===== config.mk =====
export PLATFORM = sky130hd
export DESIGN_NAME = pid_controller_antiwindup
export DESIGN_NICKNAME = d
export VERILOG_FILES = /design/src/rtl/pidc_pkg.sv /design/src/rtl/pid_controller_antiwindup.sv /design/src/rtl/pidc_mul.sv /design/src/rtl/pidc_div.sv
export SDC_FILE = /design/constraint.sdc
export NUM_CORES = 2
export LEC_CHECK = 0
export ABC_CLOCK_PERIOD_IN_PS = 31100
export BUFFER_PORTS_ARGS = -buffer_cell sky130_fd_sc_hd__buf_4
export CORE_ASPECT_RATIO = 1.1
export CORE_MARGIN = 4
export CORE_UTILIZATION = 65
export CTS_BUF_LIST = sky130_fd_sc_hd__clkbuf_8 sky130_fd_sc_hd__clkbuf_16
export DETAILED_ROUTE_END_ITERATION = 6
export GPL_TIMING_DRIVEN = 0
export PLACE_DENSITY = 0.86
export RECOVER_POWER = 100
export SKIP_LAST_GASP = 1
export SLEW_MARGIN = 20
export SYNTH_ARGS = -nofsm -noshare
export SYNTH_HDL_FRONTEND = slang
export SYNTH_HIERARCHICAL = 1
export SYNTH_SLANG_ARGS = --single-unit

===== constraint.sdc =====
create_clock -name clk -period 31.1 [get_ports clk]
set_input_delay 4.665 -clock clk [delete_from_list [all_inputs] [get_ports clk]]
set_output_delay 4.665 -clock clk [all_outputs]
set_load 0.1 [all_outputs]

===== src/rtl/pidc_pkg.sv =====
`timescale 1ns / 1ps
// ----------------------------------------------------------------------------
// pidc_pkg
// Types, codes and saturation helpers shared by the PID controller modules.
// ----------------------------------------------------------------------------
package pidc_pkg;

  localparam int DW = 32;   // data width, Q16.16
  localparam int FB = 16;   // fractional bits
  localparam int AW = 48;   // integrator width
  localparam int TW = 24;   // time field width
  localparam int WW = 64;   // arithmetic unit operand width
  localparam int PW = 128;  // full product width
  localparam int XW = 80;   // working width for sums before saturation

  // command codes
  localparam logic [1:0] CMD_CLEAR = 2'd0;
  localparam logic [1:0] CMD_SP    = 2'd1;
  localparam logic [1:0] CMD_ERR   = 2'd2;
  localparam logic [1:0] CMD_NOP   = 2'd3;

  // configuration register indexes
  localparam logic [2:0] REG_KP   = 3'd0;
  localparam logic [2:0] REG_KI   = 3'd1;
  localparam logic [2:0] REG_KD   = 3'd2;
  localparam logic [2:0] REG_LOW  = 3'd3;
  localparam logic [2:0] REG_HIGH = 3'd4;
  localparam logic [2:0] REG_WG   = 3'd5;
  localparam logic [2:0] REG_TAU  = 3'd6;
  localparam logic [2:0] REG_DOM  = 3'd7;

  typedef struct packed {
    logic [1:0]           cmd;
    logic signed [DW-1:0] setpoint;
    logic signed [DW-1:0] measurement;
    logic signed [DW-1:0] error_in;
    logic [TW-1:0]        dt;
    logic signed [DW-1:0] rate;
    logic                 rate_valid;
  } item_t;

  typedef struct packed {
    logic signed [DW-1:0] drive;
    logic                 saturated;
  } result_t;

  // saturate a working value to the data width
  function automatic logic signed [DW-1:0] sat_dw(input logic signed [XW-1:0] v);
    logic signed [XW-1:0] top;
    logic signed [XW-1:0] bot;
    top = XW'({1'b0, {(DW-1){1'b1}}});
    bot = -top - XW'(1);
    if (v > top) return top[DW-1:0];
    else if (v < bot) return bot[DW-1:0];
    else return v[DW-1:0];
  endfunction

  // saturate a working value to the integrator width
  function automatic logic signed [AW-1:0] sat_aw(input logic signed [XW-1:0] v);
    logic signed [XW-1:0] top;
    logic signed [XW-1:0] bot;
    top = XW'({1'b0, {(AW-1){1'b1}}});
    bot = -top - XW'(1);
    if (v > top) return top[AW-1:0];
    else if (v < bot) return bot[AW-1:0];
    else return v[AW-1:0];
  endfunction

  // saturate a full product to the unit operand width
  function automatic logic signed [WW-1:0] sat_ww(input logic signed [PW-1:0] v);
    logic signed [PW-1:0] top;
    logic signed [PW-1:0] bot;
    top = PW'({1'b0, {(WW-1){1'b1}}});
    bot = -top - PW'(1);
    if (v > top) return top[WW-1:0];
    else if (v < bot) return bot[WW-1:0];
    else return v[WW-1:0];
  endfunction

endpackage


===== src/rtl/pid_controller_antiwindup.sv =====
`timescale 1ns / 1ps
// ----------------------------------------------------------------------------
// pid_controller_antiwindup
// Q16.16 PID step with derivative filter and back-calculation anti-windup.
// ----------------------------------------------------------------------------
// One item is processed at a time. A reset or unused command finishes
// without using the arithmetic units. An update runs through one shared
// bit-serial multiplier and one bit-serial divider: two multiplies
// (proportional, derivative), plus one divide when the derivative is a
// difference quotient, plus one multiply and one divide when the filter is
// on, plus four multiplies when dt is nonzero (two when the integrator is
// held by the clamp). A finished result sits in an output register while
// the next item is taken.
module pid_controller_antiwindup import pidc_pkg::*; (
  input  logic          clk,
  input  logic          rst,
  input  logic          item_valid,
  output logic          item_ready,
  input  item_t         item,
  output logic          result_valid,
  input  logic          result_ready,
  output result_t       result,
  input  logic          cfg_valid,
  output logic          cfg_ready,
  input  logic [2:0]    cfg_index,
  input  logic [DW-1:0] cfg_data
);

  localparam logic [3:0] S_IDLE = 4'd0;
  localparam logic [3:0] S_DIV1 = 4'd1;
  localparam logic [3:0] S_FMUL = 4'd2;
  localparam logic [3:0] S_FDIV = 4'd3;
  localparam logic [3:0] S_KPM  = 4'd4;
  localparam logic [3:0] S_KDM  = 4'd5;
  localparam logic [3:0] S_CLMP = 4'd6;
  localparam logic [3:0] S_KIM  = 4'd7;
  localparam logic [3:0] S_KIDT = 4'd8;
  localparam logic [3:0] S_WGM  = 4'd9;
  localparam logic [3:0] S_WGDT = 4'd10;
  localparam logic [3:0] S_FIN  = 4'd11;

  // configuration
  logic signed [DW-1:0] kp, ki, kd, out_low, out_high, windup_gain;
  logic [TW-1:0]        filter_tau;
  logic                 deriv_on_meas;

  // controller state
  logic signed [AW-1:0] integral_acc;
  logic signed [DW-1:0] last_error, last_measurement, filtered_deriv;
  logic                 primed;

  // item work registers
  logic [3:0]           state;
  logic [1:0]           cmd_r;
  logic signed [DW-1:0] err_r, meas_r, deriv_r;
  logic [TW-1:0]        dt_r;
  logic signed [WW-1:0] raw_r, bw_r;
  logic signed [XW-1:0] inc_r;
  result_t              res_r;

  // arithmetic units
  logic                 mul_go, mul_done, div_go, div_done;
  logic signed [WW-1:0] mul_a, mul_b, div_a, div_q;
  logic [TW:0]          div_d;
  logic signed [PW-1:0] prod, prod_sh;

  // decode of the item at the port
  logic signed [DW:0]   err_wide, diff;
  logic signed [DW-1:0] err_in, rate_d;
  logic                 need_div;

  // post-processing of unit results
  logic signed [DW-1:0] rd, st;
  logic signed [WW-1:0] d2, raw_sum, dtw, hi64, lo64, outv64, bcalc;
  logic signed [XW-1:0] inc_sum;
  logic                 above, below, deeper, err_pos;

  assign item_ready = (state == S_IDLE);
  assign cfg_ready  = 1'b1;
  assign prod_sh    = prod >>> FB;
  assign dtw        = WW'({1'b0, dt_r});

  always_comb begin
    err_wide = (DW+1)'(item.setpoint) - (DW+1)'(item.measurement);
    err_in   = (item.cmd == CMD_SP) ? sat_dw(XW'(err_wide)) : item.error_in;
    rate_d   = (item.cmd == CMD_SP) ? sat_dw(-XW'(item.rate)) : item.rate;
    if (item.cmd == CMD_SP && deriv_on_meas)
      diff = (DW+1)'(last_measurement) - (DW+1)'(item.measurement);
    else
      diff = (DW+1)'(err_in) - (DW+1)'(last_error);
    need_div = (kd != '0) && !item.rate_valid && primed && (item.dt != '0);
  end

  always_comb begin
    rd      = sat_dw(XW'(div_q));
    d2      = WW'(rd) - WW'(filtered_deriv);
    st      = sat_dw(XW'(filtered_deriv) + XW'(div_q));
    raw_sum = raw_r + prod_sh[WW-1:0];
    hi64    = WW'(out_high);
    lo64    = WW'(out_low);
    above   = raw_r > hi64;
    below   = raw_r < lo64;
    outv64  = above ? hi64 : (below ? lo64 : raw_r);
    bcalc   = outv64 - raw_r;
    err_pos = !err_r[DW-1] && (err_r != '0);
    deeper  = (above && err_pos) || (below && err_r[DW-1]);
    inc_sum = inc_r + prod_sh[XW-1:0];
  end

  // configuration writes
  always_ff @(posedge clk) begin
    if (rst) begin
      kp            <= '0;
      ki            <= '0;
      kd            <= '0;
      out_low       <= {1'b1, {(DW-1){1'b0}}};
      out_high      <= {1'b0, {(DW-1){1'b1}}};
      windup_gain   <= '0;
      filter_tau    <= '0;
      deriv_on_meas <= 1'b0;
    end else if (cfg_valid && cfg_ready) begin
      unique case (cfg_index)
        REG_KP:   kp            <= cfg_data;
        REG_KI:   ki            <= cfg_data;
        REG_KD:   kd            <= cfg_data;
        REG_LOW:  out_low       <= cfg_data;
        REG_HIGH: out_high      <= cfg_data;
        REG_WG:   windup_gain   <= cfg_data;
        REG_TAU:  filter_tau    <= cfg_data[TW-1:0];
        REG_DOM:  deriv_on_meas <= cfg_data[0];
        default:  ;
      endcase
    end
  end

  // item sequencer
  always_ff @(posedge clk) begin
    if (rst) begin
      state            <= S_IDLE;
      mul_go           <= 1'b0;
      div_go           <= 1'b0;
      result_valid     <= 1'b0;
      integral_acc     <= '0;
      last_error       <= '0;
      last_measurement <= '0;
      filtered_deriv   <= '0;
      primed           <= 1'b0;
    end else begin
      // start pulses last one cycle; a unit is never restarted right away
      if (mul_go) mul_go <= 1'b0;
      if (div_go) div_go <= 1'b0;
      if (result_valid && result_ready && state != S_FIN) result_valid <= 1'b0;
      unique case (state)
        S_IDLE: begin
          if (item_valid) begin
            cmd_r  <= item.cmd;
            err_r  <= err_in;
            meas_r <= item.measurement;
            dt_r   <= item.dt;
            res_r  <= '0;
            if (item.cmd == CMD_CLEAR) begin
              integral_acc     <= '0;
              last_error       <= '0;
              last_measurement <= '0;
              filtered_deriv   <= '0;
              primed           <= 1'b0;
              state            <= S_FIN;
            end else if (item.cmd == CMD_NOP) begin
              state <= S_FIN;
            end else if (need_div) begin
              div_go <= 1'b1;
              div_a  <= WW'(diff) <<< FB;
              div_d  <= {1'b0, item.dt};
              state  <= S_DIV1;
            end else begin
              deriv_r <= ((kd != '0) && item.rate_valid) ? rate_d : '0;
              mul_go  <= 1'b1;
              mul_a   <= WW'(kp);
              mul_b   <= WW'(err_in);
              state   <= S_KPM;
            end
          end
        end
        S_DIV1: begin
          if (div_done) begin
            mul_go <= 1'b1;
            if (filter_tau != '0) begin
              mul_a <= d2;
              mul_b <= dtw;
              state <= S_FMUL;
            end else begin
              deriv_r <= rd;
              mul_a   <= WW'(kp);
              mul_b   <= WW'(err_r);
              state   <= S_KPM;
            end
          end
        end
        S_FMUL: begin
          if (mul_done) begin
            div_go <= 1'b1;
            div_a  <= prod[WW-1:0];
            div_d  <= {1'b0, filter_tau} + {1'b0, dt_r};
            state  <= S_FDIV;
          end
        end
        S_FDIV: begin
          if (div_done) begin
            filtered_deriv <= st;
            deriv_r        <= st;
            mul_go         <= 1'b1;
            mul_a          <= WW'(kp);
            mul_b          <= WW'(err_r);
            state          <= S_KPM;
          end
        end
        S_KPM: begin
          if (mul_done) begin
            raw_r  <= prod_sh[WW-1:0] + WW'(integral_acc);
            mul_go <= 1'b1;
            mul_a  <= WW'(kd);
            mul_b  <= WW'(deriv_r);
            state  <= S_KDM;
          end
        end
        S_KDM: begin
          if (mul_done) begin
            raw_r <= raw_sum;
            state <= S_CLMP;
          end
        end
        S_CLMP: begin
          bw_r            <= bcalc;
          res_r.drive     <= outv64[DW-1:0];
          res_r.saturated <= (outv64 != raw_r);
          inc_r           <= '0;
          if (dt_r == '0) begin
            last_error <= err_r;
            if (cmd_r == CMD_SP) last_measurement <= meas_r;
            primed <= 1'b1;
            state  <= S_FIN;
          end else if (!deeper) begin
            mul_go <= 1'b1;
            mul_a  <= WW'(ki);
            mul_b  <= WW'(err_r);
            state  <= S_KIM;
          end else begin
            mul_go <= 1'b1;
            mul_a  <= WW'(windup_gain);
            mul_b  <= bcalc;
            state  <= S_WGM;
          end
        end
        S_KIM: begin
          if (mul_done) begin
            mul_go <= 1'b1;
            mul_a  <= sat_ww(prod_sh);
            mul_b  <= dtw;
            state  <= S_KIDT;
          end
        end
        S_KIDT: begin
          if (mul_done) begin
            inc_r  <= prod_sh[XW-1:0];
            mul_go <= 1'b1;
            mul_a  <= WW'(windup_gain);
            mul_b  <= bw_r;
            state  <= S_WGM;
          end
        end
        S_WGM: begin
          if (mul_done) begin
            mul_go <= 1'b1;
            mul_a  <= sat_ww(prod_sh);
            mul_b  <= dtw;
            state  <= S_WGDT;
          end
        end
        S_WGDT: begin
          if (mul_done) begin
            integral_acc <= sat_aw(XW'(integral_acc) + inc_sum);
            last_error   <= err_r;
            if (cmd_r == CMD_SP) last_measurement <= meas_r;
            primed <= 1'b1;
            state  <= S_FIN;
          end
        end
        S_FIN: begin
          // wait for the output register to free up
          if (!result_valid || result_ready) begin
            result       <= res_r;
            result_valid <= 1'b1;
            state        <= S_IDLE;
          end
        end
        default: state <= S_IDLE;
      endcase
    end
  end

  pidc_mul u_mul (
    .clk   (clk),
    .rst   (rst),
    .start (mul_go),
    .a     (mul_a),
    .b     (mul_b),
    .done  (mul_done),
    .prod  (prod)
  );

  pidc_div u_div (
    .clk      (clk),
    .rst      (rst),
    .start    (div_go),
    .dividend (div_a),
    .divisor  (div_d),
    .done     (div_done),
    .quot     (div_q)
  );

  a_mul_wait: assert property (@(posedge clk) disable iff (rst)
    mul_done |-> (state == S_FMUL || state == S_KPM || state == S_KDM ||
                  state == S_KIM || state == S_KIDT || state == S_WGM ||
                  state == S_WGDT))
    else $error("multiplier result outside a waiting step");
  a_div_wait: assert property (@(posedge clk) disable iff (rst)
    div_done |-> (state == S_DIV1 || state == S_FDIV))
    else $error("divider result outside a waiting step");
  a_clear: assert property (@(posedge clk) disable iff (rst)
    (item_valid && item_ready && item.cmd == CMD_CLEAR) |=> !primed)
    else $error("clear command left state primed");
  a_unit_excl: assert property (@(posedge clk) disable iff (rst) !(mul_go && div_go))
    else $error("both arithmetic units started together");

endmodule


===== src/rtl/pidc_mul.sv =====
`timescale 1ns / 1ps
// ----------------------------------------------------------------------------
// pidc_mul
// Bit-serial signed multiplier: one multiplier bit per cycle.
// ----------------------------------------------------------------------------
module pidc_mul import pidc_pkg::*; (
  input  logic                 clk,
  input  logic                 rst,
  input  logic                 start,
  input  logic signed [WW-1:0] a,
  input  logic signed [WW-1:0] b,
  output logic                 done,
  output logic signed [PW-1:0] prod
);

  logic          busy;
  logic [5:0]    cnt;
  logic [WW-1:0] ma;
  logic [WW-1:0] hi;
  logic [WW-1:0] lo;
  logic          neg;
  logic [WW:0]   sum;
  logic [PW-1:0] mag;

  // add the multiplicand when the low multiplier bit is set
  assign sum = {1'b0, hi} + (lo[0] ? {1'b0, ma} : {(WW+1){1'b0}});
  assign mag = {sum, lo[WW-1:1]};

  always_ff @(posedge clk) begin
    if (rst) begin
      busy <= 1'b0;
      done <= 1'b0;
    end else begin
      done <= 1'b0;
      if (start) begin
        busy <= 1'b1;
        cnt  <= 6'(WW - 1);
        ma   <= a[WW-1] ? WW'(-a) : WW'(a);
        lo   <= b[WW-1] ? WW'(-b) : WW'(b);
        hi   <= '0;
        neg  <= a[WW-1] ^ b[WW-1];
      end else if (busy) begin
        hi  <= sum[WW:1];
        lo  <= {sum[0], lo[WW-1:1]};
        cnt <= cnt - 6'd1;
        if (cnt == 6'd0) begin
          busy <= 1'b0;
          done <= 1'b1;
          prod <= neg ? -$signed(mag) : $signed(mag);
        end
      end
    end
  end

  // an operation steps through every multiplier bit after start
  a_start_idle: assert property (@(posedge clk) disable iff (rst) start |-> !busy)
    else $error("multiplier started while busy");
  a_done_pulse: assert property (@(posedge clk) disable iff (rst) done |=> !done)
    else $error("multiplier done held");
  a_done_end: assert property (@(posedge clk) disable iff (rst) done |-> !busy)
    else $error("multiplier done while busy");

endmodule


===== src/rtl/pidc_div.sv =====
`timescale 1ns / 1ps
// ----------------------------------------------------------------------------
// pidc_div
// Restoring divider: signed 64-bit dividend by unsigned nonzero 25-bit
// divisor, one quotient bit per cycle, truncating toward zero.
// ----------------------------------------------------------------------------
module pidc_div import pidc_pkg::*; (
  input  logic                 clk,
  input  logic                 rst,
  input  logic                 start,
  input  logic signed [WW-1:0] dividend,
  input  logic [TW:0]          divisor,
  output logic                 done,
  output logic signed [WW-1:0] quot
);

  logic          busy;
  logic [5:0]    cnt;
  logic [TW:0]   d;
  logic [TW:0]   rem;
  logic [WW-1:0] q;
  logic          neg;
  logic [TW+1:0] trial;
  logic          qbit;
  logic [TW+1:0] rem_next;
  logic [WW-1:0] q_next;

  // one trial subtraction per cycle
  always_comb begin
    trial    = {rem, q[WW-1]};
    qbit     = trial >= {1'b0, d};
    rem_next = qbit ? trial - {1'b0, d} : trial;
    q_next   = {q[WW-2:0], qbit};
  end

  always_ff @(posedge clk) begin
    if (rst) begin
      busy <= 1'b0;
      done <= 1'b0;
    end else begin
      done <= 1'b0;
      if (start) begin
        busy <= 1'b1;
        cnt  <= 6'(WW - 1);
        d    <= divisor;
        rem  <= '0;
        q    <= dividend[WW-1] ? WW'(-dividend) : WW'(dividend);
        neg  <= dividend[WW-1];
      end else if (busy) begin
        rem <= rem_next[TW:0];
        q   <= q_next;
        cnt <= cnt - 6'd1;
        if (cnt == 6'd0) begin
          busy <= 1'b0;
          done <= 1'b1;
          quot <= neg ? -$signed(q_next) : $signed(q_next);
        end
      end
    end
  end

  a_start_idle: assert property (@(posedge clk) disable iff (rst) start |-> !busy)
    else $error("divider started while busy");
  a_done_end: assert property (@(posedge clk) disable iff (rst) done |-> !busy)
    else $error("divider done while busy");
  a_rem_range: assert property (@(posedge clk) disable iff (rst) busy |-> rem < d)
    else $error("divider remainder out of range");

endmodule

==> qor.csv <==
metric,value,unit
Power Density,66.1,nW/um^2
"slowest stage cell, crit path",o31ai_1,
Hold Crit Class,reg2reg,
CP required,31750,ps
syn nets,11976,
# setup viols final,0,
outcome,"complete, but fails checks",
PnR Total Power,7.36,mW
crit path capture type,flip-flop,
"Seq/Total Area, Yosys",0.405,
"Slew Viols, Final",504,
"commonest non-fill, non-tap cell in the layout",nand2_1,
Hold Fails Final Rpt,0,
largest stage delay on the critical path,780,ps
Final GP Congestion,1.11,
total gr overflow,0,
setup bufs post-CTS,0,
Remaining DRCs,14,
GRT Util Overall,0.486,
FP Rows,152,
first-pass GRT wire length,590000,um
register area,41300,um^2
deepest clock path buffer count,3,
Synth Register Bits,1498,
failing checks,"design-rule violations, max-capacitance violations, max-slew violations",
root buffer cell,clkbuf_16,
Post-synth ARST share,0,
RSZ-0062 raised after global routing,no,
Leak,42.1,nW
Num CTS Buffers,160,
largest cells by area after synthesis,"edfxtp_1 (33%), ha_1 (8.0%), dfxtp_1 (7.3%)",
clock skew,34.6,ps
Yosys warnings,6,
hold_buf cts,0,
Core Area,156000,um^2
routed vias,97771,
full die area,163000,um^2
Setup CP Type,in2reg,
via/cell ratio,7.12,
Die H,423,um
largest net degree at the start of global routing,46,
FF-to-FF Start,out_low[31],
Max-Slew Margin vs Limit,-0.849,
final WL,409000,um
CP endpoint,div_a[60],
"Clk Latency, worst-skew pair",860,ps
measured slew at the worst slew-check pin,2770,ps
antenna violations before repair,39,
setup tns final,0,ps
Tcrit/Tclk final,0.441,
Initial Utilization,0.653,
Finished Core Util,0.716,
number of global-route vias before repair,92213,
Most used DFF post-synth,edfxtp_1,
DP Wirelength,317000,um
post_cts resized,0,
FF-to-FF End,mul_b[62],
Final ANT Viol Nets,0,
Synth Cell Area,102000,um^2
Max-Cap Viols,20,
syn avg cell area,9.22,um^2
R2R cell count,34,
# port buffers,226,
die extent in x,385,um
clock-pin transition on the worst setup and hold timing paths,60,ps
multi-input logic area,56600,um^2
"EDFF count, synth",1125,
boundary pin count,231,
Sink Count,1498,
Peak VDD IR,0.0512,mV
WL/cell,29.8,um
min cycle time layout,13720,ps
worst setup path start,item[90],
CTS tree,done,
Startpoint Class,input pin,
Max Fclk,0.0729,GHz
share of layout cells above drive strength 1,0.0509,
number of fill cells in the layout,11322,
WP data arrival,14370,ps
top cell type's share of synthesized area,0.332,
most frequent CP cell,a21oi_1,
CTS H-tree depth,4,
Reg2Reg Setup Slack,19210,ps
most frequent cells in the layout,"nand2_1 (1189), a21oi_1 (1138), edfxtp_1 (1125), nor2_1 (865), clkbuf_1 (656)",
Synth area leader,edfxtp_1,
post-synth cell types,105,
First-pass DRT Iterations,7,
Nets,12444,
CP Max Fanout,10,
area grow syn2layout,9.54,%
Gate Count Post-Synth,11040,
initial DRC count,15408,
-- flip-flops by register name, indices dropped and copies added, names as in the netlist, 33 cells and up --
signal and flops:
mul_a 64, u_mul/ma 64, u_mul/prod 128, raw_r 64
integral_acc 48, u_mul/lo 64, mul_b 64, bw_r 64
res_r 33, result 33, u_div/q 64, inc_r 80
div_a 64, u_div/quot 64, u_mul/hi 64
-- worst min path at each step --
stage / startpoint / to / slack (ps) / cells after the start
global route: res_r[10] / result[10] / 420 / 0
floorplan: res_r[0] / result[0] / 400 / 0
global placement: div_d[6] / u_div/d[6] / 400 / 0
CTS: res_r[3] / result[3] / 410 / 0
finish: div_d[16] / u_div/d[16] / 410 / 0
detailed placement: res_r[17] / result[17] / 410 / 0
-- area by class of cell --
type / count / area share
sequential: 1498 / 0.370
buffer: 538 / 0.0187
timing repair buffer: 306 / 0.0153
antenna: 23 / 0.000516
inverter: 452 / 0.0152
clock inverter: 119 / 0.0110
multi-input combinational: 8552 / 0.508
clock buffer: 174 / 0.0378
tap: 2079 / 0.0233
-- cell families (layout without fill, tap and decap cells) --
logic type / count (synthesis) / in the layout / share of synthesized area
flops: 1498 / 1498 / 0.405
mux: 128 / 128 / 0.0136
buf+inv: 990 / 1589 / 0.0375
other cells: 1 / 24 / 0.0000368
compound gates: 3386 / 3386 / 0.213
fa+ha+maj: 743 / 743 / 0.0979
xor+xnor: 788 / 788 / 0.0678
simple gates: 3506 / 3506 / 0.165
-- power by group --
part           switching, mW  leakage [nW]  internal [mW]
clock                  0.869          2.71           1.15
combinational           1.87          26.1          0.766
sequential             0.181          13.3           2.53
-- worst max-delay path, delay by kind of cell --
family	cells	cell delay, ps
compound gates	24	6770
xor+xnor	1	320
fa+ha+maj	3	1060
buf+inv	4	810
simple gates	4	700
-- metrics by stage --
step	std cells	area [um^2]	hold WS, ps	setup slack, ps
global placement	13345	106000	403	8100
finish	13741	111000	413	17380
global route	13724	111000	419	16710
detailed placement	13425	107000	405	17170
floorplan	11040	102000	400	12170
CTS	13718	113000	411	17960
-- metal layers --
layer | routed length [um] | GRT usage | up-vias
li1 | - | - | 41788
met1 | 142000 | 0.604 | 46132
met2 | 169000 | 0.704 | 7893
met3 | 60000 | 0.167 | 1934
met4 | 37800 | 0.348 | 24
met5 | 227 | 0 | -
-- synth_stat cells, types with 183 or more instances --
| master | count |
|---|---|
| and2_1 | 225 |
| ha_1 | 651 |
| a21oi_1 | 1139 |
| edfxtp_1 | 1125 |
| inv_1 | 451 |
| nand3_1 | 183 |
| xnor2_1 | 491 |
| nand2_1 | 1189 |
| xor2_1 | 297 |
| clkbuf_1 | 477 |
| dfxtp_1 | 373 |
| a21o_1 | 278 |
| nor2_1 | 864 |
| o21ai_0 | 633 |
Power figures use the tool's default switching activity.
